## src/design/plps_pkg.sv

```systemverilog
package plps_pkg;

    localparam int unsigned SLOTS       = 4;
    localparam int unsigned X_W         = 9;
    localparam int unsigned Y_W         = 8;
    localparam int unsigned POS_W       = X_W + Y_W;
    localparam int unsigned GAIN_W      = 16;
    localparam int unsigned N_W         = 19;
    localparam int unsigned Q_W         = 32;
    localparam int unsigned ROOT_W      = Q_W / 2;
    localparam int unsigned REM_W       = ROOT_W + 2;
    localparam int unsigned W_W         = 18;
    localparam int unsigned PROD_W      = GAIN_W + W_W;
    localparam int unsigned SUM_W       = PROD_W + 2;
    localparam int unsigned SUM_SHIFT   = 16;
    localparam int unsigned LEVEL_W     = 8;
    localparam int unsigned IDX_W       = 4;
    localparam int unsigned LATENCY     = 2 + Q_W + ROOT_W + 2;

    localparam logic [Q_W-1:0]     FULL_SQUARE = 32'hFFFE_0001;
    localparam logic [W_W-1:0]     ZERO_WEIGHT = 18'd218450;
    localparam logic [LEVEL_W-1:0] MAX_LEVEL   = 8'd255;

    localparam logic [IDX_W-1:0]   CFG_POS_BASE  = 4'd0;
    localparam logic [IDX_W-1:0]   CFG_GAIN_BASE = 4'd4;

    typedef struct packed {
        logic [POS_W-1:0]  pos;
        logic [GAIN_W-1:0] gain;
    } t_light;

endpackage

```

## src/design/plps_div.sv

```systemverilog
module plps_div
    import plps_pkg::*;
(
    input  logic             i_clk,
    input  logic             i_en,
    input  logic [N_W-1:0]   i_n,
    output logic [Q_W-1:0]   o_q,
    output logic             o_zero
);

    logic [N_W-1:0] r_rem  [0:Q_W-1];
    logic [Q_W-1:0] r_q    [0:Q_W-1];
    logic [N_W-1:0] r_n    [0:Q_W-1];

    for (genvar g = 0; g < Q_W; g++) begin : g_stage
        logic [N_W-1:0] rem_p;
        logic [Q_W-1:0] q_p;
        logic [N_W-1:0] n_p;
        logic [N_W:0]   sh;
        logic [N_W:0]   diff;
        if (g == 0) begin : g_first
            assign rem_p = '0;
            assign q_p   = '0;
            assign n_p   = i_n;
        end else begin : g_next
            assign rem_p = r_rem[g-1];
            assign q_p   = r_q[g-1];
            assign n_p   = r_n[g-1];
        end
        assign sh   = {rem_p, FULL_SQUARE[Q_W-1-g]};
        assign diff = sh - {1'b0, n_p};
        always_ff @(posedge i_clk) begin
            if (i_en) begin
                r_n[g] <= n_p;
                if (sh >= {1'b0, n_p}) begin
                    r_rem[g] <= diff[N_W-1:0];
                    r_q[g]   <= q_p | ({1'b1, {(Q_W-1){1'b0}}} >> g);
                end else begin
                    r_rem[g] <= sh[N_W-1:0];
                    r_q[g]   <= q_p;
                end
            end
        end
    end

    assign o_q    = r_q[Q_W-1];
    assign o_zero = (r_n[Q_W-1] == '0);

endmodule

```

## src/design/plps_sqrt.sv

```systemverilog
module plps_sqrt
    import plps_pkg::*;
(
    input  logic              i_clk,
    input  logic              i_en,
    input  logic [Q_W-1:0]    i_v,
    input  logic              i_zero,
    output logic [ROOT_W-1:0] o_root,
    output logic              o_zero
);

    logic [Q_W-1:0]    r_v    [0:ROOT_W-1];
    logic [ROOT_W-1:0] r_root [0:ROOT_W-1];
    logic [REM_W-1:0]  r_rem  [0:ROOT_W-1];
    logic              r_zero [0:ROOT_W-1];

    for (genvar g = 0; g < ROOT_W; g++) begin : g_stage
        logic [Q_W-1:0]    v_p;
        logic [ROOT_W-1:0] root_p;
        logic [REM_W-1:0]  rem_p;
        logic              zero_p;
        logic [REM_W+1:0]  sh;
        logic [REM_W+1:0]  trial;
        logic [REM_W+1:0]  diff;
        if (g == 0) begin : g_first
            assign v_p    = i_v;
            assign root_p = '0;
            assign rem_p  = '0;
            assign zero_p = i_zero;
        end else begin : g_next
            assign v_p    = r_v[g-1];
            assign root_p = r_root[g-1];
            assign rem_p  = r_rem[g-1];
            assign zero_p = r_zero[g-1];
        end
        assign sh    = {rem_p, v_p[Q_W-1-2*g -: 2]};
        assign trial = {2'b00, root_p, 2'b01};
        assign diff  = sh - trial;
        always_ff @(posedge i_clk) begin
            if (i_en) begin
                r_v[g]    <= v_p;
                r_zero[g] <= zero_p;
                if (sh >= trial) begin
                    r_rem[g]  <= diff[REM_W-1:0];
                    r_root[g] <= {root_p[ROOT_W-2:0], 1'b1};
                end else begin
                    r_rem[g]  <= sh[REM_W-1:0];
                    r_root[g] <= {root_p[ROOT_W-2:0], 1'b0};
                end
            end
        end
    end

    assign o_root = r_root[ROOT_W-1];
    assign o_zero = r_zero[ROOT_W-1] && (r_v[ROOT_W-1] != '0) && (r_rem[ROOT_W-1] != '1);

endmodule

```

## src/design/plps_lane.sv

```systemverilog
module plps_lane
    import plps_pkg::*;
(
    input  logic              i_clk,
    input  logic              i_en,
    input  logic [X_W-1:0]    i_pixel_x,
    input  logic [Y_W-1:0]    i_pixel_y,
    input  t_light            i_light,
    output logic [PROD_W-1:0] o_prod
);

    logic [X_W-1:0]    lx;
    logic [Y_W-1:0]    ly;
    logic [X_W-1:0]    r_dx;
    logic [Y_W-1:0]    r_dy;
    logic [N_W-1:0]    r_n;
    logic [Q_W-1:0]    q;
    logic              q_zero;
    logic [ROOT_W-1:0] root;
    logic              root_zero;
    logic [W_W-1:0]    weight;
    logic [PROD_W-1:0] r_prod;

    assign lx = i_light.pos[X_W-1:0];
    assign ly = i_light.pos[POS_W-1:X_W];

    always_ff @(posedge i_clk) begin
        if (i_en) begin
            r_dx <= (i_pixel_x > lx) ? i_pixel_x - lx : lx - i_pixel_x;
            r_dy <= (i_pixel_y > ly) ? i_pixel_y - ly : ly - i_pixel_y;
            r_n  <= N_W'({10'd0, r_dx} * {10'd0, r_dx}) + N_W'({11'd0, r_dy} * {11'd0, r_dy});
        end
    end

    plps_div u_div (
        .i_clk  (i_clk),
        .i_en   (i_en),
        .i_n    (r_n),
        .o_q    (q),
        .o_zero (q_zero)
    );

    plps_sqrt u_sqrt (
        .i_clk  (i_clk),
        .i_en   (i_en),
        .i_v    (q),
        .i_zero (q_zero),
        .o_root (root),
        .o_zero (root_zero)
    );

    assign weight = root_zero ? ZERO_WEIGHT : {{(W_W-ROOT_W){1'b0}}, root};

    always_ff @(posedge i_clk) begin
        if (i_en) begin
            r_prod <= {{W_W{1'b0}}, i_light.gain} * {{GAIN_W{1'b0}}, weight};
        end
    end

    assign o_prod = r_prod;

endmodule
```

## config.mk

```make
export PLATFORM = sky130hd
export DESIGN_NAME = plps_lane
export DESIGN_NICKNAME = d
export VERILOG_FILES = /design/src/design/plps_pkg.sv /design/src/design/plps_div.sv /design/src/design/plps_sqrt.sv /design/src/design/plps_lane.sv
export SDC_FILE = /design/constraint.sdc
export NUM_CORES = 2
export LEC_CHECK = 0
export BUFFER_PORTS_ARGS = -buffer_cell sky130_fd_sc_hd__clkbuf_2
export CAP_MARGIN = 40
export CORE_MARGIN = 10
export CORE_UTILIZATION = 47
export CTS_CLUSTER_SIZE = 10
export DETAILED_ROUTE_END_ITERATION = 16
export GPL_TIMING_DRIVEN = 0
export PLACE_DENSITY = 0.58
export SLEW_MARGIN = 20
export SYNTH_ARGS = -nofsm -noshare
export SYNTH_HDL_FRONTEND = slang
export SYNTH_SLANG_ARGS = --single-unit
```

## constraint.sdc

```tcl
create_clock -name i_clk -period 8.9 [get_ports i_clk]
set_clock_uncertainty 0.15 [all_clocks]
set_input_delay 0.445 -clock i_clk [delete_from_list [all_inputs] [get_ports i_clk]]
set_output_delay 0.445 -clock i_clk [all_outputs]
set_load 0.01 [all_outputs]
```

==> results.md <==
* Synth top cells by count: edfxtp_1, inv_1, ha_1
* Share of cells above drive strength 1 at 9.27%
* Critical Path RT at 9.37 ns
* Syn Nets at 12600
* Worst vdd ir at 0.512 mV
* Post-synthesis sequential area ratio at 57.5%
* Max-Cap Viols at 0
* Fin crit share at 95.7%
* Non-filler cells, final at 15800
* Vias in the first global route at 88200
* Most common flop cell mapped by yosys: edfxtp_1
* Netlist Area Pre-Place at 142000 um2
* Leakage at 63.7 nW
* Routed wire length at 310000 um
* Kind of critical path: flip-flop to flip-flop
* Async set-or-reset flop fraction in the synthesized netlist at 0%
* # rows at 202
* Vias per cell at 5.41
* Syn Inst Count at 11200
* Remaining Overflow, GRT at 0
* Initial antenna violation count at 8
* Final WS setup at 0.382 ns
* Synth warn at 0
* Adder-Cell Fraction of Synth Area at 13.0%
* Cell count after placement at 15300
* Synthesis-stage register bit count at 2727
* CP Capture Type: flip-flop
* All-Layer GR Usage at 18.7%
* Startpoint Class: flip-flop
* Area Growth Syn to Fin at 11.5%
* Relative slew slack at 46.4%
* Post-DR wirelength/cell at 19.6 um
* CTS tree: done
* CP arrival at 8.99 ns
* Syn avg cell area at 12.7 um2
* TritonCTS Buffers at 326
* Outcome: completed
* Complex-gate fraction of the synthesized area at 9.25%
* Synth Area in XOR/XNOR at 4.06%
* Setup WS pre-CTS at -0.930 ns
* Top post-synthesis cells by area: edfxtp_1, ha_1, fa_1, inv_1, mux2_2
* First-pass GRT wire length at 490000 um
* Unique cell type count in the Yosys netlist at 105
* Initial Utilization at 47.1%
* Largest family of logic cells by synthesized area: adder cells
* Setup TNS Final at 0 ns
* Final hold viol count at 0
* Mux contribution to synthesized area at 3.25%
* GP Congestion at 0.896
* Most frequent cell after synthesis: edfxtp_1
* DRT iter0 DRCs at 5232
* Die ar. at 326000 um2
* Final cell utilization of the core at 52.6%
* Clock Latency Late Sink at 0.91 ns
* Via count at 85600
* Pwr Density at 355 nW/um2
* Max Fclk at 117 MHz
* Clock Sinks at 2727
* Fillers at 25500
* RSZ-0062 raised after global routing: false
* DR DRC count at 0
* Reg clk slew, reported paths at 0.05 ns
* Yosys top cell by area: edfxtp_1
* First-pass DRT Iterations at 6
* CP Max Fanout at 10
* Final min period at 8.52 ns
* Yosys top cell area share at 57.4%
* Max Root-Sink Buffers at 4
* DP HPWL at 234000 um
* Die Height at 571 um
* Die Span X at 571 um
* Setup-failing EPs final at 0
* Pin count of the biggest net entering global routing at 106
* Worst-Margin Slew at 0.804 ns
* IO buf count at 83
* Post-synth EDFFs at 2725
* IO Pins at 86
* H-tree depth at 5
* Worst min path class: input port to flip-flop
* Root Buffer: clkbuf_16
* Final #Nets at 13100
* Routed Antenna Nets at 0
* Max Slew Vio Count at 0
* Synth Area in Simple Gates at 8.63%
* Core Region at 302000 um2
-- flip-flops by register name, summed over array words and instances, names as in the netlist --
| register | count |
|---|---|
| r_dy | 8 |
| u_sqrt.r_zero | 16 |
| r_n | 19 |
| u_sqrt.r_v | 512 |
| u_sqrt.r_rem | 268 |
| u_sqrt.r_root | 136 |
| u_div.r_rem | 589 |
| o_prod | 34 |
| u_div.r_q | 528 |
| r_dx | 9 |
| u_div.r_n | 608 |
-- cell usage in the layout (no fill, tap or decap), types with 27 or more instances in the layout --
cell and count:
mux2_2 335, o31a_1 32, nand4_1 120, clkbuf_1 175
inv_1 1361, and2_1 112, a211oi_1 42, nand3_1 150
nand2_1 648, clkbuf_16 327, and3_1 126, o211ai_1 52
a31oi_1 83, o21a_1 166, o21bai_1 60, nor4_1 68
clkbuf_2 129, a21boi_0 28, buf_2 66, mux2i_1 83
a21oi_1 549, edfxtp_1 2725, nor3_1 154, nand2b_1 109
a21o_1 238, clkinv_1 30, or3_1 54, fa_1 345
o41ai_1 27, or2_2 35, ha_1 933, nor2_1 618
xor2_1 240, xnor2_1 421, dlygate4sd3_1 34, o31ai_1 51
o21ai_0 462, nor2b_1 149
-- cells by family after synthesis --
kind of cell,after synthesis
and+or+nand+nor,2486
xor gates and xnor gates,661
muxes,420
adders and majority gates,1278
DFF,2727
AOI/OAI and AO/OA,2041
buffers and inverters,1612
-- critical path, cell delays in order, from the launching register on --
cell and delay [ns]:
edfxtp_1 0.41, nor4_4 0.38, nand4_1 0.20, nor2_1 0.23, nand3b_1 0.20, buf_12 0.14, nand2b_1 0.27, clkbuf_1 0.46
nand2_1 0.22, fa_1 0.42, fa_1 0.52, fa_1 0.44, fa_1 0.49, inv_1 0.05, fa_1 0.53, inv_1 0.06
fa_1 0.53, inv_1 0.04, ha_1 0.35, nand2_1 0.11, nor2_2 0.26, and3_1 0.20, a211o_1 0.28, a211o_1 0.19
nand3_1 0.21, o41ai_2 0.49, o21ai_0 0.21, xnor2_1 0.16
-- routing by layer --
metal	vias to the layer above	part of all wire, %	track usage (%)
met1	41900	43	23.7
met3	581	3.6	2.18
li1	41400	-	-
met5	-	0.0055	0
met2	1699	51	33.2
met4	2	3.3	6.17
-- layout make-up --
type,instances,area [um2],area share [%]
multi-input cells,6886,54600,34.3
plain buffers,245,1100,0.695
diodes,1,2.50,0.00158
well taps,3978,4980,3.13
repair buffers,177,2020,1.27
flip-flops and latches,2727,81900,51.5
inverters,1362,5110,3.22
clock inverters,69,850,0.535
clock buffers,380,8380,5.28
-- stage by stage --
stage	cell area (um2)	power (mW)	hold WS, ns
5_1_grt	159000	60.8	0.0899
2_1_floorplan	142000	38.4	0.250
4_1_cts	159000	56.9	0.00598
6_report	159000	56.4	0.0844
3_5_place_dp	149000	44.7	0.255
3_3_place_gp	148000	44.5	0.250
-- worst paths after layout --
check / start / to / slack (ns) / depth (start not counted)
hold reg to reg: u_sqrt.r_v[5][13] / u_sqrt.r_v[6][13] / 0.24 / 0
setup reg to reg: u_sqrt.r_v[15][1] / o_prod[32] / 0.38 / 27
setup / recovery: u_sqrt.r_v[15][1] / o_prod[32] / 0.38 / 27
hold / removal: i_pixel_x[7] / r_dx[7] / 0.08 / 5
-- where the power goes --
part / switching [mW] / leakage (nW) / internal [mW]
registers: 1.41 / 26.5 / 18.0
logic: 14.0 / 32.7 / 11.1
clock network: 5.07 / 4.46 / 6.73
total: 20.5 / 63.7 / 35.9
-- repair_timing --
item                                   CTS  global route
cloned                                   0             0
setup endpoints to repair               15             6
gates resized for setup                 17            21
buffers inserted                         2             1
endpoints found under the hold margin   74             0
pin swaps                                0             1
hold buffers                            34             0
No activity file was read; power rests on OpenSTA's default activity.
